<file path="src/rtl/core/bsc_pkg.sv">
// ----------------------------------------------------------------------------
// Barometric sensor compensation package
// Shared widths, register indexes, calibration fields and the coefficient
// bundle that passes from the coefficient stages to the evaluation stages.
// ----------------------------------------------------------------------------
`default_nettype none

package bsc_pkg;

   // Port widths.
   localparam int unsigned RAW_W  = 24;
   localparam int unsigned TEMP_W = 16;
   localparam int unsigned PRES_W = 23;
   localparam int unsigned CSR_W  = 48;

   // Internal widths of the fixed-point datapath.
   localparam int unsigned TX_W = 60;   // temperature times 2^48
   localparam int unsigned TQ_W = 28;   // temperature in 1/65536 degC
   localparam int unsigned TC_W = 20;   // rounded temperature before clamping
   localparam int unsigned A3_W = 33;
   localparam int unsigned A2_W = 54;
   localparam int unsigned A1_W = 83;
   localparam int unsigned A0_W = 108;
   localparam int unsigned H2_W = 62;
   localparam int unsigned H1_W = 90;
   localparam int unsigned N_W  = 120;  // pressure times 2^85
   localparam int unsigned PW_W = 41;   // rounded pressure before clamping

   // Stages from the accept edge to the result registers.
   localparam int unsigned PIPE_DEPTH = 10;

   // Output limits.
   localparam logic signed [TEMP_W-1:0] TEMP_MIN = 16'sh8000;
   localparam logic signed [TEMP_W-1:0] TEMP_MAX = 16'sh7FFF;
   localparam logic [PRES_W-1:0]        PRES_MAX = 23'h7F_FFFF;

   // Rounding offsets.
   localparam logic signed [TX_W-1:0] TQ_HALF   = 60'sh000_0000_8000_0000;
   localparam logic signed [TX_W-1:0] TC_HALF   = 60'sh000_0080_0000_0000;
   localparam logic signed [N_W-1:0]  PRES_HALF = 120'sh1 <<< 78;

   // Configuration register indexes.
   typedef enum logic [1:0] {
      CSR_TEMP_CALIB   = 2'd0,
      CSR_PRES_CALIB_A = 2'd1,
      CSR_PRES_CALIB_B = 2'd2,
      CSR_PRES_CALIB_C = 2'd3
   } csr_index_type;

   // Calibration words unpacked from the register bytes.
   typedef struct packed {
      logic        [15:0] t1;
      logic        [15:0] t2;
      logic signed [7:0]  t3;
      logic signed [15:0] p1;
      logic signed [15:0] p2;
      logic signed [7:0]  p3;
      logic signed [7:0]  p4;
      logic        [15:0] p5;
      logic        [15:0] p6;
      logic signed [7:0]  p7;
      logic signed [7:0]  p8;
      logic signed [15:0] p9;
      logic signed [7:0]  p10;
      logic signed [7:0]  p11;
   } calib_type;

   // Pressure polynomial grouped by powers of temperature:
   // N = a0 + tq * (a1 + tq * (a2 + tq * a3)).
   typedef struct packed {
      logic signed [A0_W-1:0] a0;
      logic signed [A1_W-1:0] a1;
      logic signed [A2_W-1:0] a2;
      logic signed [A3_W-1:0] a3;
   } coef_type;

endpackage

`default_nettype wire

</file>
<file path="src/rtl/core/bsc_temp.sv">
// ----------------------------------------------------------------------------
// Temperature stages
// Three register stages: products of the raw count, the exact quadratic, then
// the two roundings with the clamp of the reported temperature.
// ----------------------------------------------------------------------------
`default_nettype none

module bsc_temp (
   input  wire logic                                 clock,
   input  wire logic [bsc_pkg::RAW_W-1:0]            temp_count,
   input  wire bsc_pkg::calib_type                   calib,
   output logic signed [bsc_pkg::TQ_W-1:0]           tq,
   output logic signed [bsc_pkg::TEMP_W-1:0]         temp_comp,
   output logic                                      temp_sat
);

   logic signed [24:0]               d;
   logic signed [41:0]               dt2_in, dt2_ff;
   logic signed [49:0]               dd_in, dd_ff;
   logic signed [57:0]               ddt3;
   logic signed [bsc_pkg::TX_W-1:0]  tx_in, tx_ff;
   logic signed [bsc_pkg::TX_W-1:0]  tq_round, tc_round;
   logic signed [bsc_pkg::TC_W-1:0]  tc_wide;
   logic signed [bsc_pkg::TQ_W-1:0]  tq_in, tq_ff;
   logic signed [bsc_pkg::TEMP_W-1:0] tc_in, tc_ff;
   logic                             sat_in, sat_ff;

   // Stage 1: offset count and its products.
   assign d      = $signed({1'b0, temp_count}) - $signed({1'b0, calib.t1, 8'h00});
   assign dt2_in = d * $signed({1'b0, calib.t2});
   assign dd_in  = d * d;

   // Stage 2: temperature times 2^48.
   assign ddt3  = dd_ff * $signed(calib.t3);
   assign tx_in = $signed({dt2_ff, 18'd0}) + ddt3;

   // Stage 3: fine temperature for the pressure path and the clamped output.
   assign tq_round = tx_ff + bsc_pkg::TQ_HALF;
   assign tc_round = tx_ff + bsc_pkg::TC_HALF;
   assign tq_in    = tq_round[bsc_pkg::TX_W-1:32];
   assign tc_wide  = tc_round[bsc_pkg::TX_W-1:40];

   always_comb begin
      priority if (tc_wide > $signed(bsc_pkg::TC_W'(bsc_pkg::TEMP_MAX))) begin
         tc_in  = bsc_pkg::TEMP_MAX;
         sat_in = 1'b1;
      end else if (tc_wide < bsc_pkg::TC_W'(bsc_pkg::TEMP_MIN)) begin
         tc_in  = bsc_pkg::TEMP_MIN;
         sat_in = 1'b1;
      end else begin
         tc_in  = tc_wide[bsc_pkg::TEMP_W-1:0];
         sat_in = 1'b0;
      end
   end

   always_ff @(posedge clock) begin
      dt2_ff <= dt2_in;
      dd_ff  <= dd_in;
      tx_ff  <= tx_in;
      tq_ff  <= tq_in;
      tc_ff  <= tc_in;
      sat_ff <= sat_in;
   end

   assign tq        = tq_ff;
   assign temp_comp = tc_ff;
   assign temp_sat  = sat_ff;

endmodule

`default_nettype wire

</file>
<file path="config.mk">
export PLATFORM = sky130hd
export DESIGN_NAME = bsc_temp
export DESIGN_NICKNAME = d
export VERILOG_FILES = /design/src/rtl/core/bsc_pkg.sv /design/src/rtl/core/bsc_temp.sv
export SDC_FILE = /design/constraint.sdc
export NUM_CORES = 2
export LEC_CHECK = 0
export ABC_CLOCK_PERIOD_IN_PS = 15390
export BUFFER_PORTS_ARGS = -buffer_cell sky130_fd_sc_hd__buf_2
export CELL_PAD_IN_SITES_DETAIL_PLACEMENT = 0
export CELL_PAD_IN_SITES_GLOBAL_PLACEMENT = 2
export CORE_MARGIN = 2
export CORE_UTILIZATION = 45
export CTS_CLUSTER_SIZE = 10
export DETAILED_ROUTE_END_ITERATION = 6
export PLACE_DENSITY = 0.89
export SLEW_MARGIN = 10
export SYNTH_ARGS = -nofsm -noshare
export SYNTH_HDL_FRONTEND = slang
export SYNTH_SLANG_ARGS = --single-unit
</file>
<file path="constraint.sdc">
create_clock -name clock -period 15.39 [get_ports clock]
set_input_delay 1.539 -clock clock [delete_from_list [all_inputs] [get_ports clock]]
set_output_delay 1.539 -clock clock [all_outputs]
set_load 0.01 [all_outputs]
</file>
==> impl_metrics.csv <==
group,metric,value,unit
status,status,"finished, final reports clean",
synth,syn-instance-count,5667,
timing,rsz0062_at_grt,"false",
timing,hold_viol_final,0,
timing,slew_violations,0,
clock_network,clock-sinks,165,
global_route,antenna_found_initial,4,
synth,synth_area_leader_cell,"fa_1",
clock_network,cts-root-buf,"clkbuf_16",
worst_setup_path,slowest_stage,"fa_1",
die,io_pins,238,
timing,finalCritPeriodShare,74.4,%
worst_setup_path,cp-end-kind,"flop",
worst_setup_path,critical_path_class,"primary input to flop",
clock_network,cts_resized,0,
timing,relSlewSlack,20.9,%
synth,yosysSeqAreaShare,6.24,%
worst_hold_path,min_path_type,"flop to flop",
timing,worst_pin_slew,1.19,ns
job,max-cap-violations,0,
timing,setup_viol,0,
synth,synthArstFlopShare,0,%
drt,wl,133,mm
timing,min_period,11.45,ns
synth,synth_ff_type,"dfxtp_1",
die,die_y,347,µm
worst_setup_path,cp_num_buf_inv,9,
clock_network,ctsHoldBuffers,0,
timing,max_freq,87.3,MHz
clock_network,cts_buffers,17,
synth,synth.top_cell.area_share,51.2,%
finish,nets,7537,
place,dpl.hpwl,108,mm
timing,setup_ws,3.94,ns
synth,syn_avg_cell_area,9.34,µm²
drt,drt-initial-drc-count,1690,
drt,drc_errors,0,
drt,ant_nets,0,
finish,drive_above_1_share,4.00,%
clock_network,clockBufferDepth,2,
clock_network,clk-insertion-delay-late,0.46,ns
place,pre_cts_ws,3.41,ns
global_route,grt_overflow,0,
global_route,grt_usage,23.5,%
die,core-area,0.116,mm²
clock_network,cts_tree,"built",
worst_setup_path,cp_max_fo,43,
global_route,grt_pass1_vias,41500,
worst_setup_path,timing.critical_path.required,15.72,ns
worst_setup_path,path_common_cell,"fa_1",
timing,clock_skew,0.0194,ns
global_route,grt_start_max_net_pins,50,
clock_network,post_cts_buffers,0,
synth,ys_ff_latch,165,
die,fp-row-count,125,
die,initial_utilization,45.5,%
finish,antennaDiodeCount,0,
clock_network,h-tree-depth,4,
synth,synth_cell_types,78,
worst_setup_path,critPathMaxStageDelay,1.12,ns
finish,synthToLayoutAreaGrowth,5.12,%
synth,synth_area_leaders,"fa_1 (51%), inv_1 (11%), ha_1 (8.3%), dfxtp_1 (6.2%), and2_1 (4.7%)",
die,die_w,347,µm
synth,syn-num-nets,7564,
synth,synthesis.area,0.0529,mm²
worst_setup_path,critPathArrivalTime,11.79,ns
global_route,grt_pass1_wl,223,mm
die,dieArea,0.120,mm²
synth,yosys_warnings,0,
worst_setup_path,critPathLaunchType,"primary input",
drt,routedWlPerCell,18.5,µm
synth,synth_enable_flop_cells,0,
drt,num_vias,36300,
place,gp_congestion,0.855,
timing,fin_tns_setup,0,ns
clock_network,path_clk_slew,0.08,ns
place,port_buffers,109,
drt,drt_pass1_iterations,5,
worst_setup_path,path_delay_family,"adder cells",
drt,viasPerCell,5.05,
==> final timing paths <==
kind	end	from	slack (ns)	cells after the start
setup reg to reg	tx_ff[58]	dd_ff[6]	9.04	18
setup / recovery	dd_ff[49]	temp_count[8]	3.94	37
hold / removal	tq[25]	tx_ff[57]	0.52	1
hold reg to reg	tq[25]	tx_ff[57]	0.52	1
==> cell families after synthesis <==
family	count (synthesis)	synth area share, %
flip-flops	165	6.24
XOR/XNOR	195	3.23
AO/OA/AOI/OAI	449	5.62
adder cells (fa/ha/maj)	1704	59.5
buffers and inverters	1685	12.0
multiplexers	1	0.0189
other	2	0.0142
AND/OR/NAND/NOR	1466	13.4
==> through the flow <==
stage / std cells / cell area (µm²) / hold slack, ns / utilization, %
after floorplan: 5667 / 52900 / 0.426 / -
after global placement: 7145 / 55000 / 0.482 / 47.3
after detailed placement: 7145 / 55000 / 0.512 / 47.3
after CTS: 7177 / 55600 / 0.522 / 47.8
after global routing: 7177 / 55600 / 0.530 / 47.8
final: 7177 / 55600 / 0.516 / 47.8
==> registers in the layout, summed over array words and instances (netlist names) <==
signal	cells
dd_ff	49
dt2_ff	42
tx_ff	29
tq	28
temp_comp	16
temp_sat	1
==> area by class of cell <==
class	count	area, µm²
flip-flops and latches	165	3300
multi-input cells	3817	43400
clock buffers	17	425
clock inverters	15	185
repair buffers	150	853
fillers	11200	60700
well taps	1524	1910
inverters	1489	5590
==> Yosys cell counts, drive strengths merged, types with 5 or more instances <==
library cell,count
nand2b,89
nand4,24
o21a,21
nor2b,31
clkbuf,190
o21ai,86
a21oi,140
xor2,60
and3,19
nor3,21
a31oi,14
fa,1353
nor4,5
a21o,64
dfxtp,165
o31a,5
a21boi,8
nor2,160
o21bai,25
o31ai,12
o211ai,12
and4,8
inv,1486
nand3,43
and2,398
or3,5
nand2,648
xnor2,135
or2,7
a2111oi,9
a211oi,18
buf,6
ha,351
a31o,5
==> per-layer routing <==
| layer | global-route usage (%) | vias up | routed length, µm |
|---|---|---|---|
| li1 | - | 16500 | - |
| met2 | 41.7 | 699 | 66400 |
| met4 | 7.85 | 0 | 5140 |
| met1 | 30.7 | 18900 | 56900 |
| met3 | 1.62 | 160 | 4420 |
| met5 | 0 | - | 0 |
==> layout by cell type (no fill, tap or decap), types with 21 or more instances in the layout <==
cell type	count
buf_4	41
ha_1	351
nor2b_1	31
o21bai_1	25
a21oi_1	140
a21o_1	64
o21ai_0	73
dfxtp_1	165
o21a_1	21
xnor2_1	133
nand2_1	648
and2_1	398
nor2_1	158
buf_2	109
xor2_1	55
fa_1	1353
nand2b_1	89
nand3_1	42
inv_1	1480
nor3_1	21
nand4_1	24
Power is not shown: default switching activity piles up to over one toggle a cycle in this logic, so the estimate is an artifact.
